[src/hdl/skf_pkg.sv]
// skf_pkg: widths, register codes, microcode fields and the program rom of
// the scalar kalman filter core; depends on nothing else
package skf_pkg;

    localparam int DATA_WIDTH_DEFAULT = 32;

    // q8.24 covariance and q1.24 gain formats
    localparam int COV_W  = 32;
    localparam int FRAC_W = 24;
    localparam int GAIN_W = FRAC_W + 1;
    localparam int DEN_W  = COV_W + 1;
    localparam int REM_W  = COV_W + 2;

    localparam logic [GAIN_W-1:0] GAIN_ONE  = {1'b1, {FRAC_W{1'b0}}};
    localparam logic [FRAC_W-1:0] FRAC_HALF = {1'b1, {(FRAC_W - 1){1'b0}}};

    // shared multiplier operand widths
    localparam int MUL_A_W = GAIN_W;
    localparam int MUL_B_W = COV_W;
    localparam int PROD_W  = MUL_A_W + MUL_B_W;

    // configuration port
    localparam int CFG_INDEX_W = 8;
    localparam int CFG_DATA_W  = 32;

    localparam logic [CFG_INDEX_W-1:0] REG_PROCESS_NOISE     = 8'd0;
    localparam logic [CFG_INDEX_W-1:0] REG_MEASUREMENT_NOISE = 8'd1;

    localparam logic [CFG_DATA_W-1:0] PROCESS_NOISE_RESET     = 32'd16777;
    localparam logic [CFG_DATA_W-1:0] MEASUREMENT_NOISE_RESET = 32'd1677722;

    // microcode
    localparam int STEP_W = 4;
    typedef logic [STEP_W-1:0] step_t;

    localparam step_t STEP_LOAD  = 4'd0;
    localparam step_t STEP_PREP  = 4'd1;
    localparam step_t STEP_DIV   = 4'd2;
    localparam step_t STEP_GAIN  = 4'd3;
    localparam step_t STEP_MULP  = 4'd4;
    localparam step_t STEP_COV   = 4'd5;
    localparam step_t STEP_MULD  = 4'd6;
    localparam step_t STEP_ACC   = 4'd7;
    localparam step_t STEP_ROUND = 4'd8;
    localparam step_t STEP_OUT   = 4'd9;

    typedef enum logic [3:0] {
        OP_LOAD,
        OP_PREP,
        OP_DIV,
        OP_GAIN,
        OP_MULP,
        OP_COV,
        OP_MULD,
        OP_ACC,
        OP_ROUND,
        OP_OUT
    } op_t;

    typedef enum logic [1:0] {
        HOLD_NONE,
        HOLD_NO_INPUT,
        HOLD_OUT_BUSY
    } hold_t;

    typedef enum logic [1:0] {
        JMP_NONE,
        JMP_ALWAYS,
        JMP_COUNT_NZ
    } jump_t;

    typedef struct packed {
        op_t   op;
        hold_t hold;
        jump_t jump;
        step_t target;
    } ctrl_word_t;

    // program rom
    function automatic ctrl_word_t microcode(input step_t step);
        ctrl_word_t w;
        w = '{op: OP_LOAD, hold: HOLD_NO_INPUT, jump: JMP_NONE, target: STEP_LOAD};
        case (step)
            STEP_LOAD:  w = '{op: OP_LOAD,  hold: HOLD_NO_INPUT, jump: JMP_NONE,
                              target: STEP_LOAD};
            STEP_PREP:  w = '{op: OP_PREP,  hold: HOLD_NONE, jump: JMP_NONE,
                              target: STEP_LOAD};
            STEP_DIV:   w = '{op: OP_DIV,   hold: HOLD_NONE, jump: JMP_COUNT_NZ,
                              target: STEP_DIV};
            STEP_GAIN:  w = '{op: OP_GAIN,  hold: HOLD_NONE, jump: JMP_NONE,
                              target: STEP_LOAD};
            STEP_MULP:  w = '{op: OP_MULP,  hold: HOLD_NONE, jump: JMP_NONE,
                              target: STEP_LOAD};
            STEP_COV:   w = '{op: OP_COV,   hold: HOLD_NONE, jump: JMP_NONE,
                              target: STEP_LOAD};
            STEP_MULD:  w = '{op: OP_MULD,  hold: HOLD_NONE, jump: JMP_NONE,
                              target: STEP_LOAD};
            STEP_ACC:   w = '{op: OP_ACC,   hold: HOLD_NONE, jump: JMP_COUNT_NZ,
                              target: STEP_MULD};
            STEP_ROUND: w = '{op: OP_ROUND, hold: HOLD_NONE, jump: JMP_NONE,
                              target: STEP_LOAD};
            STEP_OUT:   w = '{op: OP_OUT,   hold: HOLD_OUT_BUSY, jump: JMP_ALWAYS,
                              target: STEP_LOAD};
            default:    w = '{op: OP_LOAD,  hold: HOLD_NO_INPUT, jump: JMP_NONE,
                              target: STEP_LOAD};
        endcase
        return w;
    endfunction

endpackage

[src/hdl/scalar_kalman_filter_core.sv]
// scalar_kalman_filter_core: one-dimensional kalman filter run by a small
// microcode program over a shared divider step and a shared multiplier
// depends on skf_pkg
//
//   channel | signals                                  | direction
//   --------+------------------------------------------+----------
//   input   | in_valid, in_ready, measurement          | in
//   output  | out_valid, out_ready, estimate, gain     | out
//   config  | cfg_valid, cfg_ready, cfg_index, cfg_data| in
//
// one measurement holds the sequencer from its accept to the next accept; out_valid
// rises as the sequencer returns to its first step, before that next accept; the
// restoring gain division makes 25 quotient bits, one quotient bit a cycle, and each
// 24-bit digit of |z - x| goes through the shared 25 x 32 multiplier and the
// accumulator
// reset clears the estimate, the covariance and the sequencer, and loads the
// noise registers with their defaults; cfg_ready is always high
// a result waits in the output register; the sequencer takes the next
// measurement right away and stalls only at its last step while the output
// register is still full
module scalar_kalman_filter_core #(
    parameter int DATA_WIDTH = skf_pkg::DATA_WIDTH_DEFAULT
) (
    input  logic                               clk,
    input  logic                               rst_n,

    input  logic                               in_valid,
    output logic                               in_ready,
    input  logic signed [DATA_WIDTH-1:0]       measurement,

    output logic                               out_valid,
    input  logic                               out_ready,
    output logic signed [DATA_WIDTH-1:0]       estimate,
    output logic [skf_pkg::GAIN_W-1:0]         gain,

    input  logic                               cfg_valid,
    output logic                               cfg_ready,
    input  logic [skf_pkg::CFG_INDEX_W-1:0]    cfg_index,
    input  logic [skf_pkg::CFG_DATA_W-1:0]     cfg_data
);

    // |z - x| needs one bit more than the data, split into 24-bit digits
    localparam int MAG_W      = DATA_WIDTH + 1;
    localparam int DIGIT_W    = skf_pkg::FRAC_W;
    localparam int NUM_DIGITS = (MAG_W + DIGIT_W - 1) / DIGIT_W;
    localparam int MAG_PAD_W  = NUM_DIGITS * DIGIT_W;
    localparam int ACC_W      = MAG_PAD_W + skf_pkg::GAIN_W;
    localparam int CNT_MAX    = (NUM_DIGITS > skf_pkg::GAIN_W) ? NUM_DIGITS
                                                               : skf_pkg::GAIN_W;
    localparam int CNT_W      = $clog2(CNT_MAX);
    localparam int EXT_W      = DATA_WIDTH + 2;

    // control word of the current step
    skf_pkg::ctrl_word_t ctrl;

    // sequencer and control state
    skf_pkg::step_t step_reg, step_next;
    logic [CNT_W-1:0] count_reg, count_next;
    logic out_valid_reg, out_valid_next;

    // filter state and configuration
    logic signed [DATA_WIDTH-1:0] x_reg, x_next;
    logic [skf_pkg::COV_W-1:0] cov_reg, cov_next;
    logic [skf_pkg::CFG_DATA_W-1:0] q_reg, q_next;
    logic [skf_pkg::CFG_DATA_W-1:0] r_reg, r_next;

    // datapath registers
    logic [skf_pkg::COV_W-1:0] pp_reg, pp_next;
    logic [skf_pkg::DEN_W-1:0] den_reg, den_next;
    logic [skf_pkg::REM_W-1:0] rem_reg, rem_next;
    logic [skf_pkg::GAIN_W-1:0] quo_reg, quo_next;
    logic neg_reg, neg_next;
    logic [MAG_PAD_W-1:0] mag_reg, mag_next;
    logic [skf_pkg::PROD_W-1:0] prod_reg, prod_next;
    logic [ACC_W-1:0] acc_reg, acc_next;
    logic [MAG_W-1:0] scaled_reg, scaled_next;
    logic signed [DATA_WIDTH-1:0] estimate_reg, estimate_next;
    logic [skf_pkg::GAIN_W-1:0] gain_reg, gain_next;

    // combinational helpers
    logic out_busy;
    logic hold_active;
    logic jump_taken;
    logic [skf_pkg::COV_W:0] pp_sum;
    logic [MAG_W-1:0] diff;
    logic [MAG_W-1:0] diff_mag;
    logic div_ge;
    logic [skf_pkg::REM_W-1:0] rem_sub;
    logic [skf_pkg::MUL_A_W-1:0] mul_a;
    logic [skf_pkg::MUL_B_W-1:0] mul_b;
    logic [ACC_W-1:0] round_sum;
    logic [EXT_W-1:0] nx;

    assign ctrl      = skf_pkg::microcode(step_reg);
    assign out_busy  = out_valid_reg && !out_ready;
    assign in_ready  = (ctrl.op == skf_pkg::OP_LOAD);
    assign cfg_ready = 1'b1;
    assign out_valid = out_valid_reg;
    assign estimate  = estimate_reg;
    assign gain      = gain_reg;

    // sequencer: hold, then jump, else fall through to the next step
    always_comb
    begin
        case (ctrl.hold)
            skf_pkg::HOLD_NO_INPUT: hold_active = !in_valid;
            skf_pkg::HOLD_OUT_BUSY: hold_active = out_busy;
            default:                hold_active = 1'b0;
        endcase

        case (ctrl.jump)
            skf_pkg::JMP_ALWAYS:   jump_taken = 1'b1;
            skf_pkg::JMP_COUNT_NZ: jump_taken = (count_reg != '0);
            default:               jump_taken = 1'b0;
        endcase

        if (hold_active)
        begin
            step_next = step_reg;
        end
        else if (jump_taken)
        begin
            step_next = ctrl.target;
        end
        else
        begin
            step_next = step_reg + skf_pkg::step_t'(1);
        end
    end

    // shared multiplier operands: covariance update or the gain times one magnitude digit
    always_comb
    begin
        if (ctrl.op == skf_pkg::OP_MULP)
        begin
            mul_a = skf_pkg::GAIN_ONE - quo_reg;
            mul_b = pp_reg;
        end
        else
        begin
            mul_a = quo_reg;
            mul_b = skf_pkg::MUL_B_W'(mag_reg[MAG_PAD_W-1 -: DIGIT_W]);
        end
    end

    // datapath arithmetic
    always_comb
    begin
        // predicted covariance with a carry bit, saturated when it is loaded
        pp_sum = {1'b0, cov_reg} + {1'b0, q_reg};

        // innovation z - x and its magnitude
        diff     = {measurement[DATA_WIDTH-1], measurement} - {x_reg[DATA_WIDTH-1], x_reg};
        diff_mag = diff[MAG_W-1] ? (~diff + MAG_W'(1)) : diff;

        // restoring division step
        div_ge  = (rem_reg >= {1'b0, den_reg});
        rem_sub = rem_reg - {1'b0, den_reg};

        // round to nearest, ties away from zero, on the magnitude
        round_sum = acc_reg + ACC_W'(skf_pkg::FRAC_HALF);

        // new estimate, two guard bits for the clamp
        if (neg_reg)
        begin
            nx = {x_reg[DATA_WIDTH-1], x_reg[DATA_WIDTH-1], x_reg} - {1'b0, scaled_reg};
        end
        else
        begin
            nx = {x_reg[DATA_WIDTH-1], x_reg[DATA_WIDTH-1], x_reg} + {1'b0, scaled_reg};
        end
    end

    // datapath next state, one operation per control word
    always_comb
    begin
        count_next     = count_reg;
        out_valid_next = out_valid_reg && !out_ready;
        x_next         = x_reg;
        cov_next       = cov_reg;
        q_next         = q_reg;
        r_next         = r_reg;
        pp_next        = pp_reg;
        den_next       = den_reg;
        rem_next       = rem_reg;
        quo_next       = quo_reg;
        neg_next       = neg_reg;
        mag_next       = mag_reg;
        prod_next      = prod_reg;
        acc_next       = acc_reg;
        scaled_next    = scaled_reg;
        estimate_next  = estimate_reg;
        gain_next      = gain_reg;

        // register writes, unknown indexes dropped
        if (cfg_valid)
        begin
            case (cfg_index)
                skf_pkg::REG_PROCESS_NOISE:     q_next = cfg_data;
                skf_pkg::REG_MEASUREMENT_NOISE: r_next = cfg_data;
                default:                        ;
            endcase
        end

        if (ctrl.jump == skf_pkg::JMP_COUNT_NZ && count_reg != '0)
        begin
            count_next = count_reg - CNT_W'(1);
        end

        case (ctrl.op)
            skf_pkg::OP_LOAD:
            begin
                if (in_valid)
                begin
                    pp_next  = pp_sum[skf_pkg::COV_W] ? '1 : pp_sum[skf_pkg::COV_W-1:0];
                    neg_next = diff[MAG_W-1];
                    mag_next = MAG_PAD_W'(diff_mag);
                end
            end
            skf_pkg::OP_PREP:
            begin
                den_next   = {1'b0, pp_reg} + {1'b0, r_reg};
                rem_next   = skf_pkg::REM_W'(pp_reg);
                quo_next   = '0;
                count_next = CNT_W'(skf_pkg::GAIN_W - 1);
            end
            skf_pkg::OP_DIV:
            begin
                rem_next = (div_ge ? rem_sub : rem_reg) << 1;
                quo_next = {quo_reg[skf_pkg::GAIN_W-2:0], div_ge};
            end
            skf_pkg::OP_GAIN:
            begin
                // zero divisor gives zero gain
                if (den_reg == '0)
                begin
                    quo_next = '0;
                end
            end
            skf_pkg::OP_MULP:
            begin
                prod_next = mul_a * mul_b;
                acc_next  = '0;
            end
            skf_pkg::OP_COV:
            begin
                cov_next   = prod_reg[skf_pkg::FRAC_W +: skf_pkg::COV_W];
                count_next = CNT_W'(NUM_DIGITS - 1);
            end
            skf_pkg::OP_MULD:
            begin
                prod_next = mul_a * mul_b;
                mag_next  = mag_reg << DIGIT_W;
            end
            skf_pkg::OP_ACC:
            begin
                // horner accumulation, most significant digit first
                acc_next = (acc_reg << DIGIT_W) + ACC_W'(prod_reg);
            end
            skf_pkg::OP_ROUND:
            begin
                scaled_next = round_sum[DIGIT_W +: MAG_W];
            end
            skf_pkg::OP_OUT:
            begin
                if (!out_busy)
                begin
                    if (nx[EXT_W-1:DATA_WIDTH-1] != '0 && nx[EXT_W-1:DATA_WIDTH-1] != '1)
                    begin
                        // clamp to the signed data range
                        x_next = nx[EXT_W-1] ? {1'b1, {(DATA_WIDTH - 1){1'b0}}}
                                             : {1'b0, {(DATA_WIDTH - 1){1'b1}}};
                    end
                    else
                    begin
                        x_next = nx[DATA_WIDTH-1:0];
                    end
                    estimate_next  = x_next;
                    gain_next      = quo_reg;
                    out_valid_next = 1'b1;
                end
            end
            default:
            begin
            end
        endcase
    end

    // control state, filter state and configuration
    always_ff @(posedge clk or negedge rst_n)
    begin
        if (!rst_n)
        begin
            step_reg      <= skf_pkg::STEP_LOAD;
            count_reg     <= '0;
            out_valid_reg <= 1'b0;
            x_reg         <= '0;
            cov_reg       <= '0;
            q_reg         <= skf_pkg::PROCESS_NOISE_RESET;
            r_reg         <= skf_pkg::MEASUREMENT_NOISE_RESET;
        end
        else
        begin
            step_reg      <= step_next;
            count_reg     <= count_next;
            out_valid_reg <= out_valid_next;
            x_reg         <= x_next;
            cov_reg       <= cov_next;
            q_reg         <= q_next;
            r_reg         <= r_next;
        end
    end

    // payload registers
    always_ff @(posedge clk)
    begin
        pp_reg       <= pp_next;
        den_reg      <= den_next;
        rem_reg      <= rem_next;
        quo_reg      <= quo_next;
        neg_reg      <= neg_next;
        mag_reg      <= mag_next;
        prod_reg     <= prod_next;
        acc_reg      <= acc_next;
        scaled_reg   <= scaled_next;
        estimate_reg <= estimate_next;
        gain_reg     <= gain_next;
    end

endmodule

[config.mk]
export PLATFORM = sky130hd
export DESIGN_NAME = scalar_kalman_filter_core
export DESIGN_NICKNAME = d
export VERILOG_FILES = /design/src/hdl/skf_pkg.sv /design/src/hdl/scalar_kalman_filter_core.sv
export SDC_FILE = /design/constraint.sdc
export NUM_CORES = 2
export LEC_CHECK = 0
export ABC_AREA = 1
export BUFFER_PORTS_ARGS = -buffer_cell sky130_fd_sc_hd__buf_4
export CORE_MARGIN = 2
export CORE_UTILIZATION = 40
export DETAILED_ROUTE_END_ITERATION = 7
export GPL_TIMING_DRIVEN = 0
export SYNTH_ARGS = -nofsm -noshare
export SYNTH_HDL_FRONTEND = slang
export SYNTH_SLANG_ARGS = --single-unit
[constraint.sdc]
create_clock -name clk -period 7.58 [get_ports clk]
set_input_delay 1.516 -clock clk [delete_from_list [all_inputs] [get_ports clk]]
set_output_delay 1.516 -clock clk [all_outputs]
set_load 0.02 [all_outputs]
# == Word level (Yosys, flattened, before mapping) ==
# Memories as Yosys holds them, arrays and structs flattened.
# Index checks and enable logic that the tools add are counted.
# op_classes
eq_ne,17
order_cmp,1
add_sub_neg,12
reduce_logical,22
bitwise,2
muxes,19
multipliers,1
# op_table
cell,count
$pmux 57 s2,1
$mux 32,3
$pmux 48 s2,1
$pmux 25 s3,1
$pmux 34 s2,1
$add 32x32->33,2
$mux 33,2
$add 57x24->57 const B,1
$add 57x57->57,1
$mul 25x32->57,1
$mux 25,2
$mux 48,1
$add 34x33->34,1
$ge 34x33->1,1
$mux 34,1
$sub 34x33->34,1
$add 33x1->33 const B,1
$logic_not 33->1,1
$not 33->33,1
$sub 32x32->33,1
$sub 33x33->33,1
$sub 25x25->25 const A,1
$eq 4x3->1 const B,4
$reduce_and 2->1,6
other kinds (24),37
# totals
n_memories,1
word_cells,93
out_inout_bits,60
romBits,160
ff_bits,515
in_bits,77
# mem_list
name,words,width,read_ports,rd_clocked_by_memory_dff,wr,line_no,rtl
(no name shown),16,10,1,0,0,skf_pkg.sv:83,case (step)

# == Longest topological paths before layout ==
# logic_depth
word_depth,6
ltp_mapped,42
ltp_nobuf,39

# == Worst setup path before layout ==
# No wires, ideal clock.
# synth_timing
path_kind,reg2reg
startpoint,register step_reg[1]
endpoint,register prod_reg[53] (netlist bit) (data pin)
synth_period_minus_slack_ns,7.596
path_buffers,3
t_arrival_ns,7.333
stages_incl_launch_ff,39
setup_ns,0.262
slack_ns,-0.016
required_ns,7.318
cell_sequence,dfrtp_1 -> inv_1 -> ha_1 -> nand3_2 -> inv_2 -> a21oi_4 -> nand2_4 -> nor2_8 -> inv_2 -> buf_6 -> buf_6 -> nor2_1 -> xor2_1 -> buf_4 -> nor2_1 -> fa_1 -> fa_1 -> inv_1 -> [3 not listed] -> inv_1 -> fa_1 -> inv_1 -> fa_1 -> inv_1 -> fa_1 -> inv_1 -> ha_1 -> nand2_1 -> nor2_1 -> nand2_1 -> nor4_1 -> nand3_1 -> nand3_1 -> nand2_1 -> o211ai_1 -> a21oi_1 -> xor2_1
# synth_between
elab_chain_len,4
elab_cells_between_ends,5
cone_classes,1 x mul; 1 x eq/ne; 2 x mux; 1 x memory
# synth_lines
element,line_no,rtl
from (decl),scalar_kalman_filter_core.sv:57,"skf_pkg::step_t step_reg, step_next;"
from (signal assigned),scalar_kalman_filter_core.sv:294,step_reg <= skf_pkg::STEP_LOAD;
from (signal assigned),scalar_kalman_filter_core.sv:304,step_reg <= step_next;
$mem_v2 16x10 *,-,
$eq 4x3->1 *,"scalar_kalman_filter_core.sv:134, scalar_kalman_filter_core.sv:210",
$mux 25 or $mux 32 (tied branches),scalar_kalman_filter_core.sv:134,if (ctrl.op == skf_pkg::OP_MULP)
$mul 25x32->57 *,"scalar_kalman_filter_core.sv:242, scalar_kalman_filter_core.sv:252",
to (signal assigned),scalar_kalman_filter_core.sv:323,prod_reg <= prod_next;
to (decl),scalar_kalman_filter_core.sv:74,"logic [skf_pkg::PROD_W-1:0] prod_reg, prod_next;"
# Mark *: on every way between the ends. The rest lies on a longest branch, timed or not.
# A chain may end at the register's enable or synchronous reset.

# == Final worst setup path ==
# layout_timing
startpoint,register step_reg[1]
endpoint,register prod_reg[43] (netlist bit) (data pin)
# The elaborated chain is that of the path after synthesis.

==> flow_results.org <==
** Synth
- Seq/Total Area, Yosys :: approximately a quarter
- Fraction of the mapped netlist area in simple logic gates :: between 10% and 20%
- The synthesized netlist occupies a cell area of a little under 60000 um^2.
- In the post-synthesis netlist, the cell with the most instances is sky130_fd_sc_hd__nand2_1.
- Yosys warnings :: 0
- Multiplexer fraction of the synthesized cell area :: less than 1%
- By area, the combinational part of the netlist is dominated by adder cells.
- Cell taking the most area after synthesis :: sky130_fd_sc_hd__fa_1
- Total nets after synthesis :: 8512
- Post-synth top flop :: sky130_fd_sc_hd__edfxtp_1
- Yosys mapped the design onto a little over 60 distinct sky130hd cell types.
- Number of enable flip-flop cells after synthesis :: around 380
- Synthesized area per cell :: 8.10 um^2
- Synthesis handed over a netlist of about 7300 instances.
- After synthesis the netlist holds a flip-flop and latch count of 515.
- Adder-cell share of the synthesized area :: 31.7%
- Ranking of synthesized cells by instance count :: sky130_fd_sc_hd__nand2_1, sky130_fd_sc_hd__inv_1, sky130_fd_sc_hd__nor2_1, sky130_fd_sc_hd__fa_1, sky130_fd_sc_hd__ha_1
- The synthesized netlist devotes approximately 3.4% of its cell area to XOR and XNOR gates.
- Leading post-synthesis cells by cell area :: sky130_fd_sc_hd__fa_1, sky130_fd_sc_hd__edfxtp_1, sky130_fd_sc_hd__nand2_1, sky130_fd_sc_hd__inv_1, sky130_fd_sc_hd__ha_1
- The synthesized netlist devotes around 8.9% of its cell area to compound gates.
- For this run, asynchronously set or reset flops after synthesis account for between 20 and 30%.
- Synth top area share :: a little under a quarter

** Floorplan
- Horizontal die dimension :: 390 um
- around 140 I/O pins were placed.
- Floorplan die area :: 152000 um^2
- The die is about 390 um tall.
- The initial utilization of the core area, before any placement, comes to 40.3%.
- The floorplan has 141 rows.
- Core ar. :: roughly 150000 um^2

** Clock tree
- Number of buffers inserted for hold repair after clock tree synthesis :: 0
- Number of clock sinks :: a little over 500
- The longest clock path from root to sink contains 3 buffers.
- Worst skew pair latency :: ~0.66 ns
- Depth of the CTS H-tree :: 2
- TritonCTS clock tree :: yes
- In this run the clock root is driven by a sky130_fd_sc_hd__clkbuf_16.
- Inserted Clock Buffers :: between 50 and 60
- Register clock-pin slew on the reported worst setup and hold paths :: roughly 0.060 ns

** Min path
- In this run the worst hold path is classified as flip-flop to flip-flop.
- In this run the most critical hold path is launched from q_reg[30].

** Flow run
- The tool flagged a number of max-cap violations equal to 0.

** STA
- Setup slack on the critical path of the routed design comes to -0.589 ns.
- Clock Skew :: 0.0247 ns
- Setup violations remaining at the end of the flow were counted as 36.
- Final worst path period share :: 108%
- Setup total negative slack on the finished layout was measured at -14.51 ns.
- The max-slew violation count was 0.
- For this run, the top clock speed supported by timing is about 120 MHz.
- Number of hold-slack violations in the final timing report :: 0
- For the pin with the worst max-slew slack, the measured transition is 1.20 ns.
- Setup repair after global routing could not meet its margin everywhere.
- Min Clock Period, post-route :: between 8 and 9 ns
- Max-slew headroom at the worst pin :: about a fifth

** Critical path
- On the worst path, the slowest cell contributes a delay of between 0.6 and 0.7 ns.
- Critical Path Start Type :: flip-flop
- The worst setup path is of the flip-flop to flip-flop kind.
- Tracing the worst setup path back leads to its startpoint at step_reg[1].
- Crit. End Element :: flip-flop
- The slowest stage of the critical path belongs to the cell sky130_fd_sc_hd__fa_2.
- At the worst endpoint, the required time is between 7 and 8 ns.
- STA puts the critical path data arrival time at ~8.6 ns.
- Along the worst path, the maximum fanout reaches 10.
- By instance count, the cell type seen most on the critical path is sky130_fd_sc_hd__inv_2.
- The startpoint identified for the worst register-to-register timing path is step_reg[1].

** Layout
- The final layout contains 8983 nets.
- Area added between synthesis and finish :: 19.9%
- Proportion of layout cells with a drive suffix above 1 :: roughly 16%
- Final core occ :: between 40% and 50%
- Non-Filler Cell Area, Final :: 71300 um^2

** Place
- The placed instances occupy a cell area of between 60000 and 70000 um^2.
- Buffers added on ports :: 135
- Minimum setup slack after placement :: -2.53 ns
- Weighted congestion reported at the end of routability-driven placement :: about 1
- The HPWL after detailed placement is approximately 180000 um.

** Global route
- The first global-routing pass estimated ~320000 um of wire.
- Global routing used 28.3% of the available tracks across all layers.
- Pin count of the biggest net entering global routing :: 86
- After global routing the overflow that remains totals 0.
- The number of global-route vias before repair is just over 50000.
- The initial antenna violation count was 11.

** Drt
- The first routing iteration left around 4600 violations.
- DRT Pass-1 Iters :: 6
- For this block, the routed nets add up to between 200000 and 250000 um of wire.
- The detail route stage leaves a number of antenna-violating nets equal to 0.
- Per-cell routed wire length :: roughly 22 um
- Via total after detailed routing :: roughly 52000
- In the routed layout, each cell is associated on average with a via count of approximately 5.3.
- After detailed routing, the number of remaining DRC violations is 0.

** Status
- Violated checks :: setup timing
- Run status :: complete, but fails checks
==> layout make-up <==
class / instances / area [um^2]
clock inverter: 32 / 328
buffer: 179 / 1780
inverter: 1488 / 5770
fill: 14100 / 76300
timing repair buffer: 416 / 4010
antenna: 1 / 2.50
clock buffer: 74 / 1550
tap: 1930 / 2410
multi-input combinational: 5158 / 40700
sequential: 515 / 14800
==> logic make-up (layout without fill, tap and decap cells) <==
logic type / after synthesis / after routing
AO/OA/AOI/OAI: 928 / 928
XOR/XNOR: 229 / 229
AND/OR/NAND/NOR: 2877 / 2877
flip-flops: 515 / 515
buffers and inverters: 1670 / 2189
multiplexers: 31 / 31
other: 1 / 2
adder cells (fa/ha/maj): 1092 / 1092
==> timing repair <==
item                                    4_1_cts  5_1_grt
gates resized for setup                     717      288
buffers inserted                            186       78
endpoints found under the setup margin       47       41
pin swaps                                   171      114
cloned                                        5        0
==> path summary, 6_finish.rpt <==
check	endpoint	slack [ns]	cells past startpoint
max	prod_reg[43]	-0.59	37
min	q_reg[30]	0.49	2
max reg2reg	prod_reg[43]	-0.59	37
min reg2reg	q_reg[30]	0.49	2
max in group asynchronous	r_reg[7]	5.84	2
min in group asynchronous	x_reg[27]	0.81	1
==> metal layers <==
layer	part of all wire, %	GRT usage, %	up-vias
li1	-	-	23800
met1	42	38.7	25800
met2	44	43.8	2287
met3	9.3	5.79	496
met4	4.9	11.4	4
met5	0.012	0	-
==> placed cells by master (no fill, tap or decap), types with 41 or more instances in the layout <==
master	netlist	layout
sky130_fd_sc_hd__dfrtp_1	122	120
sky130_fd_sc_hd__nand2_1	1671	1592
sky130_fd_sc_hd__o21ai_0	321	288
sky130_fd_sc_hd__nor2_1	802	740
sky130_fd_sc_hd__xor2_1	147	133
sky130_fd_sc_hd__xnor2_1	79	74
sky130_fd_sc_hd__nor3_1	59	59
sky130_fd_sc_hd__buf_6	12	69
sky130_fd_sc_hd__clkbuf_1	59	54
sky130_fd_sc_hd__nand2_2	10	47
sky130_fd_sc_hd__inv_1	1450	1365
sky130_fd_sc_hd__buf_4	23	348
sky130_fd_sc_hd__nor2_2	7	41
sky130_fd_sc_hd__fa_1	693	654
sky130_fd_sc_hd__nand4_1	44	44
sky130_fd_sc_hd__nand3_1	190	172
sky130_fd_sc_hd__edfxtp_1	377	377
sky130_fd_sc_hd__buf_12	0	76
sky130_fd_sc_hd__inv_2	35	84
sky130_fd_sc_hd__clkbuf_16	0	59
sky130_fd_sc_hd__a21oi_1	371	321
sky130_fd_sc_hd__ha_1	399	366
==> per-stage QoR <==
stage	hold slack, ns	instances
2_1_floorplan	0.442	7343
3_3_place_gp	0.476	9408
3_5_place_dp	0.479	9421
4_1_cts	0.499	9717
5_1_grt	0.502	9792
6_report	0.494	9793
==> critical path, delay by kind of cell (launching register included) <==
kind / cells / cell delay (ns)
fa+ha+maj: 9 / 4.26
simple gates: 11 / 1.32
buf+inv: 12 / 1.21
compound gates: 4 / 0.58
flops: 1 / 0.36
xor+xnor: 1 / 0.16
Power is not shown: default switching activity piles up to over one toggle a cycle in this logic, so the estimate is an artifact.
